<file path="config.mk">
export PLATFORM = sky130hd
export DESIGN_NAME = cowrc_ctrl
export DESIGN_NICKNAME = d
export VERILOG_FILES = /design/src/cowrc_pkg.sv /design/src/cowrc_ctrl.sv
export SDC_FILE = /design/constraint.sdc
export NUM_CORES = 1
export LEC_CHECK = 0
export BUFFER_PORTS_ARGS = -buffer_cell sky130_fd_sc_hd__buf_2
export CAP_MARGIN = 5
export CORE_AREA = 3 3 40 42
export CTS_CLUSTER_DIAMETER = 200
export DETAILED_ROUTE_END_ITERATION = 10
export DIE_AREA = 0 0 43 45
export SETUP_SLACK_MARGIN = 0.4
export SLEW_MARGIN = 20
export SYNTH_ARGS = -nofsm -noshare
export SYNTH_HDL_FRONTEND = slang
export SYNTH_SLANG_ARGS = --single-unit
</file>
<file path="constraint.sdc">
create_clock -name clk_i -period 0.8 [get_ports clk_i]
set_input_delay 0.04 -clock clk_i [delete_from_list [all_inputs] [get_ports clk_i]]
set_output_delay 0.04 -clock clk_i [all_outputs]
set_load 0.005 [all_outputs]
</file>
<file path="src/cowrc_pkg.sv">
// Shared types and constants for the copy-on-write page sharer count engine.
// No dependencies; used by the controller, the datapath and the top level.
`timescale 1ns / 1ps

package cowrc_pkg;

  // Field widths of the entry and the stream payloads.
  localparam int PTE_W       = 32;
  localparam int ADDR_W      = 32;
  localparam int FRAME_W     = 20;
  localparam int FLAG_W      = 12;
  localparam int FRAME_SHIFT = 12;
  localparam int ACTION_W    = 2;
  localparam int OUTCOME_W   = 4;
  localparam int REPORT_W    = 8;
  localparam int S_TDATA_W   = 88;
  localparam int M_TDATA_W   = 48;

  // Flag bit positions inside the entry.
  localparam int BIT_PRESENT = 0;
  localparam int BIT_WRITE   = 1;

  // Defaults for the top-level parameters.
  localparam int PAGE_COUNT_DEF  = 65536;
  localparam int SHARE_BIT_DEF   = 9;
  localparam int COUNT_WIDTH_DEF = 8;

  // Action codes carried on the input tuser.
  localparam logic [ACTION_W-1:0] ACT_SHARE   = 2'd0;
  localparam logic [ACTION_W-1:0] ACT_FAULT   = 2'd1;
  localparam logic [ACTION_W-1:0] ACT_RELEASE = 2'd2;

  typedef enum logic [OUTCOME_W-1:0] {
    OUT_SHARED   = 4'd0,
    OUT_COPY     = 4'd1,
    OUT_WRITABLE = 4'd2,
    OUT_NULL     = 4'd3,
    OUT_PROTECT  = 4'd4,
    OUT_NOMEM    = 4'd5,
    OUT_STILL    = 4'd6,
    OUT_FREED    = 4'd7,
    OUT_ABSENT   = 4'd8,
    OUT_RANGE    = 4'd9
  } outcome_e;

  // Commands from the controller to the datapath.
  typedef struct packed {
    logic clr_en;   // write zero to the entry under the clearing pointer
    logic capture;  // take the input transfer and read its count entry
    logic load;     // finish the item: update the count, fill the output register
  } ctrl_cmd_t;

  // Status from the datapath to the controller.
  typedef struct packed {
    logic clr_last;  // clearing pointer sits on the last entry
    logic out_free;  // output register can take a result this cycle
  } dp_status_t;

endpackage

</file>
<file path="src/cowrc_ctrl.sv">
// Controller state machine of the copy-on-write sharer count engine.
// Depends on cowrc_pkg for the command and status structs.
`timescale 1ns / 1ps

module cowrc_ctrl (
  input  logic                  clk_i,
  input  logic                  rst_ni,
  input  logic                  in_valid_i,
  output logic                  in_ready_o,
  input  cowrc_pkg::dp_status_t status_i,
  output cowrc_pkg::ctrl_cmd_t  cmd_o
);

  typedef enum logic [1:0] {
    ST_CLEAR,
    ST_IDLE,
    ST_EXEC
  } state_e;

  state_e state_q;
  state_e state_d;

  assign in_ready_o     = (state_q == ST_IDLE);
  assign cmd_o.clr_en   = (state_q == ST_CLEAR);
  assign cmd_o.capture  = in_valid_i && (state_q == ST_IDLE);
  assign cmd_o.load     = (state_q == ST_EXEC) && status_i.out_free;

  always_comb begin
    state_d = state_q;
    unique case (state_q)
      ST_CLEAR: begin
        if (status_i.clr_last) begin
          state_d = ST_IDLE;
        end
      end
      ST_IDLE: begin
        if (in_valid_i) begin
          state_d = ST_EXEC;
        end
      end
      ST_EXEC: begin
        if (status_i.out_free) begin
          state_d = ST_IDLE;
        end
      end
      default: state_d = ST_CLEAR;
    endcase
  end

  always_ff @(posedge clk_i or negedge rst_ni) begin
    if (!rst_ni) begin
      state_q <= ST_CLEAR;
    end else begin
      state_q <= state_d;
    end
  end

  // A captured item is always worked on in the following cycle.
  a_capture_exec: assert property (@(posedge clk_i) disable iff (!rst_ni)
    cmd_o.capture |=> (state_q == ST_EXEC))
    else $error("captured item did not move to execution");

  // A result blocked by a full output register keeps its place.
  a_exec_hold: assert property (@(posedge clk_i) disable iff (!rst_ni)
    (state_q == ST_EXEC) && !status_i.out_free |=> (state_q == ST_EXEC))
    else $error("item left execution without a free output register");

  // The clearing pass runs to its last entry before items are taken.
  a_clear_hold: assert property (@(posedge clk_i) disable iff (!rst_ni)
    (state_q == ST_CLEAR) && !status_i.clr_last |=> (state_q == ST_CLEAR))
    else $error("clearing pass ended early");

endmodule

</file>
# Word level (Yosys, flattened, before mapping)
# Index checks and enable logic that the tools add are counted.
# classes
n_addsub	0
n_mul	0
div_mod_pow	0
n_lt_le_gt_ge	0
eq_ne	5
n_shift	0
muxes	4
bitwise_logic	0
reduce_logical	4
# op_table
op	count
2-bit 2-to-1 mux	3
2-bit != test (second input constant)	3
2-bit case mux with 3 select lines	1
3-bit AND reduction	1
2-bit by 1-bit equality test with 1-bit output (second input constant)	1
2-bit equality test (second input constant)	1
1-bit logical AND	2
2-bit logical NOT	1
# word_totals
regBits	2
latchBits	0
mem_bits_rw	0
rom_bits	0
input_bits	5
output_inout_bits	4
elab_cells	14
mem_count	0

# Logic depth before layout (Yosys ltp)
# Gate-level depths: netlist of the first run.
# depth
depth_word	3
mapped_depth	2
depth_no_buf	2

# Least setup slack after synthesis of the first run
# Ideal clock, no wire load.
# synth_path
path_kind	reg2reg
startpoint	register state_q[0]
endpoint	register state_q[1]
setup_time_ns	0.124
t_arrival_ns	0.808
required_time_ns	0.676
path_slack_ns	-0.132
stages_incl_launch_ff	3
path_buffers	0
synth_period_minus_slack_ns	0.932
path_cell_list	dfrtp_1 and3b_1 or2_1
# synth_between
elab_chain_len	3
elab_cells_between_ends	8
cone_classes	eq/ne (5); mux (1); reduce/logical (2)
# synth_rtl
element	line_no	rtl
from (decl)	cowrc_ctrl.sv:20	state_e state_q;
from (signal assigned)	cowrc_ctrl.sv:54	state_q <= state_d;
2-bit equality test, or another cell as far along	cowrc_ctrl.sv:30	unique case (state_q)
2-bit != test (no line)	-	
3-bit AND reduction (no line)	-	
# Parallel ways exist; a longest one is shown, timed or not.
# A chain may end at the register's enable or synchronous reset.

==> flow_summary.toml, run 1 <==
[clocking]
cts_tree = "yes"
postCtsSetupBuffers = 0
clock-sinks = 2
clkTransAtPathRegs_ns = 0.03
cts_buffer_depth = 2
numCtsBuffers = 3
worstSkewPairLatency_ns = 0.22
cts_root_buf = "clkbuf_4"
cts_htree_levels = 1

[yosys]
synthesis.nets = 17
synth_fa_ha_area_frac = 0
synth_cells = 12
synth-seq-area-share = 0.4348
synth_cell_types = 10
syn_area_sq_um = 115.1
synth-xor-area-share = 0
synth_top_family_by_area = "simple AND/OR/NAND/NOR gates"
yosys_warnings = 0
syn_area_per_cell_sq_um = 9.593
synth-simple-area-share = 0.3696
synth_compound_area_frac = 0.07609
synthMuxAreaShare = 0.08696
synth.ff_latch_count = 2

[power]
swShare = 0.3048
p_comb_frac = 0.468
seqPwrFrac = 0.259
vdd_ir_drop_max_mv = 0.6168
p_clk_frac = 0.273
power.density_nw_per_um2 = 3425
p_int_uw = 557.2
p_switching_uw = 244.3
leakage_nw = 0.1218

[critical_path]
crit_type = "reg2out"
crit_path_end_kind = "output port"
path_buf_inv = 1
cp.arrival_ns = 0.99
worstPathCellList = "and3b_1, buf_2"
r2r_cells = 2
crit_path_max_incr_delay_ns = 0.41
cpLargestDelayFamily = "flip-flops"
crit_path_top_delay_cell = "dfrtp_1"
critPathLaunchType = "register"
crit_fanout = 5
required_ns = 0.76
cp.depth = 2

[die]
dieHeight_um = 45
io_pins = 9
die_w_um = 43
core_sq_um = 1285
fp.dieArea_sq_um = 1935
initial_core_util = 0.08958
rows = 13

[placed_design]
dp_worst_setup_slack_ns = -0.1191
gp_congestion = 0.6574
numPortBuffers = 8

[layout]
post-route-util = 0.1821
largest_register_ffs = 2
n_antenna_cell = 0
top_regs = "state_q (2)"
largest_register = "state_q"
drive_gt1_frac = 0.6154
fin_nets = 33
final_common_cell = "buf_2"
syn_to_final_growth_pct = 103.3
final_cell_mix = "8 x buf_2, 3 x clkbuf_4, 2 x buf_6, 2 x dfrtp_1"

[sta]
finalCritPeriodShare = 1.286
report.final.slew_viol_count = 0
finalSetupViolations = 6
post-route-worst-setup-slack_ns = -0.2286
tightestPinTransition_ns = 0.1347
slew_headroom = 0.9076
fmax_mhz = 972.2
fin_skew_ns = 0.004154
timing.hold.ws_ns = 0.09944
grt_setup_unrepaired = "yes"
hold_viol_final = 0
fin_crit_ns = 1.029

[routing]
vias = 141
drt_wl_total_um = 307
remaining_drc_errors = 0
wire_per_inst_um = 7.488
drt-initial-drc-count = 0
ant_nets = 0
first_pass_iters = 1
via_per_inst = 3.439

[run_status]
violations = "negative setup slack"
outcome = "finished with violations"

[grt]
grtUsageTotal = 0.04083
grt_pass1_wl_um = 517
grt_start_max_net_pins = 6
grt_pass1_vias = 145
grt-ovfl-total = 0
antenna_found_initial = 0

[run]
maxCapViolations = 0

[hold_path]
hold_depth = 3
hp-class = "in2reg"
tightest hold or removal path: cells and delay by family:
family          cells  cell delay [ns]
buf+inv             2             0.12
compound gates      1             0.11
metal layers:
| metal | share of wire | global-route usage |
|---|---|---|
| met1 | 0.36 | 0.03382 |
| met2 | 0.54 | 0.05988 |
| met3 | 0.091 | 0.02390 |
| met4 | 0 | 0.05422 |
| met5 | 0 | 0 |
worst paths after layout:
path | start | end | slack (ns)
worst max register to register | state_q[1]$_DFFE_PN0P_ | state_q[1]$_DFFE_PN0P_ | -0.13
worst min-delay path | in_valid_i | state_q[0]$_DFFE_PN0P_ | 0.1
worst min register to register | state_q[0]$_DFFE_PN0P_ | state_q[0]$_DFFE_PN0P_ | 0.53
min in group asynchronous | rst_ni | state_q[1]$_DFFE_PN0P_ | 0.13
worst max-delay path | state_q[1]$_DFFE_PN0P_ | cmd_o[1] | -0.23
max in group asynchronous | rst_ni | state_q[0]$_DFFE_PN0P_ | 0.57
cell usage after synthesis, drive strengths merged:
cell,count,share of area
o2bb2ai,1,0.076
nor3b,1,0.065
dfrtp,2,0.43
inv,1,0.033
and2b,1,0.076
or2,1,0.054
and3b,1,0.076
mux2i,1,0.087
nand2,1,0.033
nor2,2,0.065
through the flow:
stage / area [sq um] / instances / setup TNS, ns / total power [mW]
6_report: 234.0 / 41 / -1.083 / 0.8015
5_1_grt: 234.0 / 41 / -1.429 / 0.8736
4_1_cts: 225.2 / 41 / -1.161 / 0.7953
3_5_place_dp: 188.9 / 37 / -0.2355 / 0.5348
3_3_place_gp: 188.9 / 37 / -0.2102 / 0.5298
2_1_floorplan: 115.1 / 12 / -0.1559 / 0.3460
power by group through the flow:
stage	logic (mW)	registers (mW)	clock network (mW)
6_report	0.375	0.207	0.219
5_1_grt	0.418	0.220	0.236
4_1_cts	0.353	0.206	0.236
3_5_place_dp	0.332	0.202	0
3_3_place_gp	0.332	0.198	0
2_1_floorplan	0.145	0.201	0
timing repair:
item | in CTS | in global routing
pin swaps | 1 | 2
hold buffers | 1 | 0
gates resized for setup | 1 | 3
endpoints found under the setup margin | 6 | 6
hold endpoints to repair | 2 | 0
final cells by class:
class	instances	area, sq um
Sequential cell	2	50.05
Timing Repair Buffer	11	72.57
Fill cell	149	1051
Tap cell	15	18.77
Clock buffer	3	22.52
Multi-Input combinational cell	9	66.31
Inverter	1	3.754
logic make-up (layout without fill, tap and decap cells):
kind of cell,count (synthesis),in the layout
and+or+nand+nor,7,7
DFF,2,2
AOI/OAI and AO/OA,1,1
muxes,1,1
buffers and inverters,1,15
(Power assumes the default switching activity.)
==> inputs of run 2 (changes only) <==
CAP_MARGIN = 20   (was 5)
CORE_AREA = 2 2 39 41   (was 3 3 40 42)
CTS_CLUSTER_SIZE = 16   (was default)
DIE_AREA = 0 0 41 43   (was 0 0 43 45)
==> run 2 against run 1 <==
The run still ends with negative setup slack left. Clock-buffer cell count unchanged. Critical path depth unchanged. Register-to-register slack worse by 0.05 ns. Wire length grew 12%. First-iteration DRC count grew 3. Clock skew decreased by 0.0026 ns. Maximum frequency rose by 2.5%. Utilization rose by 0.96 points. Sequential share of layout area fell by 2.5 points.
==> flow_summary.toml, run 2 (synthesis results as in run 1) <==
[placed_design]
place_area_sq_um = 190.2
place_inst = 38
place_hpwl_um = 236.9
numPortBuffers = 8
dp_worst_setup_slack_ns = -0.09698
gp_congestion = 0.5784

[clocking]
cts_tree = "yes"
cts_htree_levels = 1
numCtsBuffers = 3
cts_root_buf = "clkbuf_4"
clkTransAtPathRegs_ns = 0.03
worstSkewPairLatency_ns = 0.22
cts_buffer_depth = 2
clock-sinks = 2

[routing]
drt-initial-drc-count = 3
via_per_inst = 3.136
ant_nets = 0
vias = 138
wire_per_inst_um = 7.795
first_pass_iters = 2
remaining_drc_errors = 0
drt_wl_total_um = 343

[power]
p_clk_frac = 0.234
swShare = 0.2996
leakage_nw = 0.1372
vdd_ir_drop_max_mv = 0.5097
p_switching_uw = 285.1
p_comb_frac = 0.553
power.density_nw_per_um2 = 3587
p_int_uw = 666.5
seqPwrFrac = 0.212

[grt]
antenna_found_initial = 0
grt_pass1_wl_um = 552
grt_pass1_vias = 162
grt_start_max_net_pins = 5
grt-ovfl-total = 0
grtUsageTotal = 0.05517

[run]
maxCapViolations = 0

[sta]
fmax_mhz = 996.6
finalSetupViolations = 6
slew_headroom = 0.9143
report.final.slew_viol_count = 0
finalCritPeriodShare = 1.254
hold_viol_final = 0
finalSetupTns_ns = -1.057
grt_setup_unrepaired = "yes"
post-route-worst-setup-slack_ns = -0.2034
tightestPinTransition_ns = 0.1250
fin_skew_ns = 0.001522
fin_crit_ns = 1.003

[layout]
fillers = 158
fin_nets = 35
final_common_cell = "buf_2"
n_antenna_cell = 0
drive_gt1_frac = 0.6786
postLayoutCellArea_sq_um = 265.3
top_regs = "state_q (2)"
syn_to_final_growth_pct = 130.4
largest_register_ffs = 2
final_cell_mix = "7 x buf_2, 4 x buf_6, 3 x clkbuf_4, 2 x dfrtp_1"
largest_register = "state_q"
layoutNonFillerInstCount = 44

[die]
dieHeight_um = 43
core_sq_um = 1384
die_w_um = 41
fp.dieArea_sq_um = 1763
rows = 14
initial_core_util = 0.08318
io_pins = 9

[critical_path]
r2r_cells = 4
required_ns = 0.76
crit_type = "reg2out"
cp.arrival_ns = 0.96
crit_fanout = 4
crit_path_end_kind = "output port"
critPathLaunchType = "register"

[hold_path]
hold_depth = 3
hp-class = "in2reg"

[run_status]
outcome = "finished with violations"
violations = "negative setup slack"
run 2: per-layer routing:
| metal | vias up | global-route usage | share of wire |
|---|---|---|---|
| met4 | 0 | 0.08000 | 0 |
| li1 | 74 | - | - |
| met5 | - | 0 | 0 |
| met1 | 57 | 0.05128 | 0.42 |
| met2 | 7 | 0.06563 | 0.50 |
| met3 | 0 | 0.03141 | 0.082 |
run 2: metrics by stage:
stage	util	total power [mW]	hold WS [ns]
detailed placement	0.1374	0.5353	-0.1726
global placement	0.1374	0.5311	-0.1732
floorplan	-	0.3460	-0.2556
finish	0.1917	0.9516	0.08813
CTS	0.1899	0.9560	0.07985
global route	0.1917	1.044	0.1073
run 2: power groups by stage:
stage / Combinational (mW) / Clock (mW) / Sequential (mW)
2_1_floorplan: 0.145 / 0 / 0.201
3_3_place_gp: 0.332 / 0 / 0.199
3_5_place_dp: 0.335 / 0 / 0.200
4_1_cts: 0.512 / 0.243 / 0.200
5_1_grt: 0.585 / 0.249 / 0.210
6_report: 0.527 / 0.223 / 0.202
run 2: final cells by class:
class                   count  area, sq um  area share
well taps                  16        20.02     0.07547
clock buffers               3        22.52     0.08491
flip-flops and latches      2        50.05      0.1887
multi-input cells           9        71.32      0.2689
repair buffers             13        97.59      0.3679
inverters                   1        3.754     0.01415
run 2: final timing paths:
kind	start	end	slack, ns
setup / recovery	state_q[1]$_DFFE_PN0P_	cmd_o[1]	-0.20
hold / removal	in_valid_i	state_q[0]$_DFFE_PN0P_	0.09
setup reg to reg	state_q[1]$_DFFE_PN0P_	state_q[0]$_DFFE_PN0P_	-0.18
hold reg to reg	state_q[0]$_DFFE_PN0P_	state_q[0]$_DFFE_PN0P_	0.62
max in group asynchronous	rst_ni	state_q[1]$_DFFE_PN0P_	0.57
min in group asynchronous	rst_ni	state_q[0]$_DFFE_PN0P_	0.13
run 2: worst max-delay path: stages, from the launching register on:
cell,delay (ns)
dfrtp_1,0.40
and3b_1,0.23
buf_2,0.12
run 2: timing repair:
item / 4_1_cts / 5_1_grt
pin swaps: 2 / 1
endpoints found under the setup margin: 6 / 6
gates cloned: 0 / 0
buffers inserted: 2 / 0
hold buffers: 1 / 0
hold endpoints to repair: 2 / 0
gates resized for setup: 6 / 1
==> inputs of run 3 (changes only) <==
ABC_AREA = 1   (was default)
==> run 3 against run 2 <==
The flow still finishes with violations (negative setup slack). Critical endpoint unchanged. Utilization decreased by 1.4 points. Largest power group unchanged. Cell count increased by 9.1%. Synthesized cell count increased by 50%. Highest routed layer is now met4. Sequential share of layout area increased by 1.9 points. Sequential power increased by 17%.
==> flow_summary.toml, run 3 <==
[run_status]
outcome = "finished with violations"
violations = "negative setup slack"

[critical_path]
cpLargestDelayFamily = "flip-flops"
crit_path_end_kind = "output port"
crit_path_max_incr_delay_ns = 0.38
crit_path_top_delay_cell = "dfrtp_1"
required_ns = 0.76
worstPathCellList = "inv_2, nand2_4, nor2_1, buf_2"
critPathLaunchType = "register"
crit_fanout = 3
crit_type = "reg2out"
cp.arrival_ns = 0.95
path_buf_inv = 2

[die]
dieHeight_um = 43
core_sq_um = 1384
initial_core_util = 0.08680
rows = 14
fp.dieArea_sq_um = 1763
die_w_um = 41
io_pins = 9

[yosys]
synth.top_cell.area_share = 0.4167
synth-simple-area-share = 0.3542
synth_top_area_cell = "dfrtp_1"
synth_cell_types = 9
synth_most_common_cell = "inv_1"
async_reset_ff_frac = 1.000
synthMuxAreaShare = 0
syn_area_sq_um = 120.1
ys.flop_type = "dfrtp_1"
synth.area.top_cells = "dfrtp_1 42%, inv_1 19%, nand2_1 9.4%"
syn_area_per_cell_sq_um = 6.673
synth_fa_ha_area_frac = 0
synth_cells = 18
synth_compound_area_frac = 0.04167
synthesis.nets = 23
synth-seq-area-share = 0.4167
synth_top_family_by_area = "simple AND/OR/NAND/NOR gates"
synth-xor-area-share = 0
synth_edf_count = 0
yosys_warnings = 0
synth.ff_latch_count = 2
netlist_top_cells_count = "6 x inv_1, 3 x nand2_1, 2 x dfrtp_1, 2 x nand3_1"

[routing]
drt_wl_total_um = 351
ant_nets = 0
first_pass_iters = 1
wire_per_inst_um = 7.313
via_per_inst = 3.354
vias = 161
remaining_drc_errors = 0
drt-initial-drc-count = 0

[sta]
finalCritPeriodShare = 1.232
tightestPinTransition_ns = 0.1620
report.final.slew_viol_count = 0
fmax_mhz = 1014
grt_setup_unrepaired = "yes"
hold_viol_final = 0
post-route-worst-setup-slack_ns = -0.1858
timing.hold.ws_ns = 0.1289
slew_headroom = 0.8920
fin_crit_ns = 0.9858
fin_skew_ns = 0.0003012
finalSetupViolations = 6

[layout]
post-route-util = 0.1781
top_regs = "state_q (2)"
syn_to_final_growth_pct = 105.2
drive_gt1_frac = 0.5625
fillers = 158
largest_register_ffs = 2
final_common_cell = "buf_2"
largest_register = "state_q"
fin_nets = 39
n_antenna_cell = 0
final_cell_mix = "8 x buf_2, 5 x inv_1, 3 x clkbuf_4"

[clocking]
clkTransAtPathRegs_ns = 0.03
cts_htree_levels = 1
cts_tree = "yes"
worstSkewPairLatency_ns = 0.22
cts_root_buf = "clkbuf_4"
clock-sinks = 2
cts_buffer_depth = 2
numCtsBuffers = 3

[power]
leakage_nw = 0.1407
power.density_nw_per_um2 = 3630
vdd_ir_drop_max_mv = 0.8098

[hold_path]
hp-class = "in2async"

[grt]
grt_pass1_wl_um = 552
grt_pass1_vias = 144
grt-ovfl-total = 0
grt_start_max_net_pins = 6
grtUsageTotal = 0.05411
antenna_found_initial = 0

[placed_design]
numPortBuffers = 8
place_hpwl_um = 243.8
gp_congestion = 0.5303
dp_worst_setup_slack_ns = -0.04269

[run]
maxCapViolations = 0
[run 3: cell count changes in the layout (fill, tap and decap cells not counted), sizes merged]
cell | before | now
mux2i | 1 | 0
and3b | 1 | 0
nor3b | 1 | 0
or2 | 1 | 0
o2bb2ai | 1 | 0
and2b | 1 | 0
buf | 12 | 10
nand2 | 1 | 3
inv | 1 | 6
nand3 | 0 | 2
nand4 | 0 | 1
o21ai | 0 | 1
nor3 | 0 | 1
[run 3: where the power goes]
part | switching (mW) | internal [mW] | total (mW) | leakage (nW)
Sequential | 0.0796 | 0.157 | 0.237 | 0.0238
Combinational | 0.211 | 0.224 | 0.434 | 0.103
Clock | 0.0581 | 0.165 | 0.224 | 0.0138
Total | 0.348 | 0.546 | 0.895 | 0.141
[run 3: kinds of logic after synthesis]
group,count (synthesis)
buf+inv,6
flops,2
simple gates,9
compound gates,1
[run 3: through the flow]
step	setup TNS [ns]	power (mW)	cells	cell area (sq um)
6_report	-0.7992	0.8947	48	246.5
5_1_grt	-1.161	0.9929	48	246.5
4_1_cts	-0.7976	0.8203	47	229.0
3_5_place_dp	-0.08757	0.5068	42	180.2
3_3_place_gp	-0.04137	0.4990	42	180.2
2_1_floorplan	0	0.3786	18	120.1
[run 3: path summary, 6_finish.rpt]
path,from,endpoint,slack (ns),cells after the start
setup / recovery,state_q[1]$_DFFE_PN0P_,cmd_o[1],-0.19,4
hold / removal,rst_ni,state_q[0]$_DFFE_PN0P_,0.13,2
setup reg to reg,state_q[1]$_DFFE_PN0P_,state_q[0]$_DFFE_PN0P_,-0.12,5
hold reg to reg,state_q[1]$_DFFE_PN0P_,state_q[1]$_DFFE_PN0P_,0.60,3
max in group asynchronous,rst_ni,state_q[0]$_DFFE_PN0P_,0.57,2
min in group clk_i,in_valid_i,state_q[1]$_DFFE_PN0P_,0.13,3
[run 3: area by class of cell]
cell class	instances	area, sq um	area share
sequential	2	51.30	0.2081
timing repair buffer	11	65.06	0.2640
tap	16	20.02	0.08122
clock buffer	3	22.52	0.09137
inverter	6	22.52	0.09137
multi-input combinational	10	65.06	0.2640
[run 3: what timing repair did]
item	in CTS	in global routing
gates resized for setup	4	2
endpoints found under the hold margin	2	0
pin swaps	4	2
setup buffers	1	1
setup endpoints to repair	6	6
hold buffers	1	0
[run 3: per-layer routing]
metal	vias to the layer above	wire length (um)	GRT usage
met5	-	0	0
met4	0	13	0.1000
met3	2	33	0.01571
met2	9	162	0.05313
met1	68	141	0.06070
li1	82	-	-
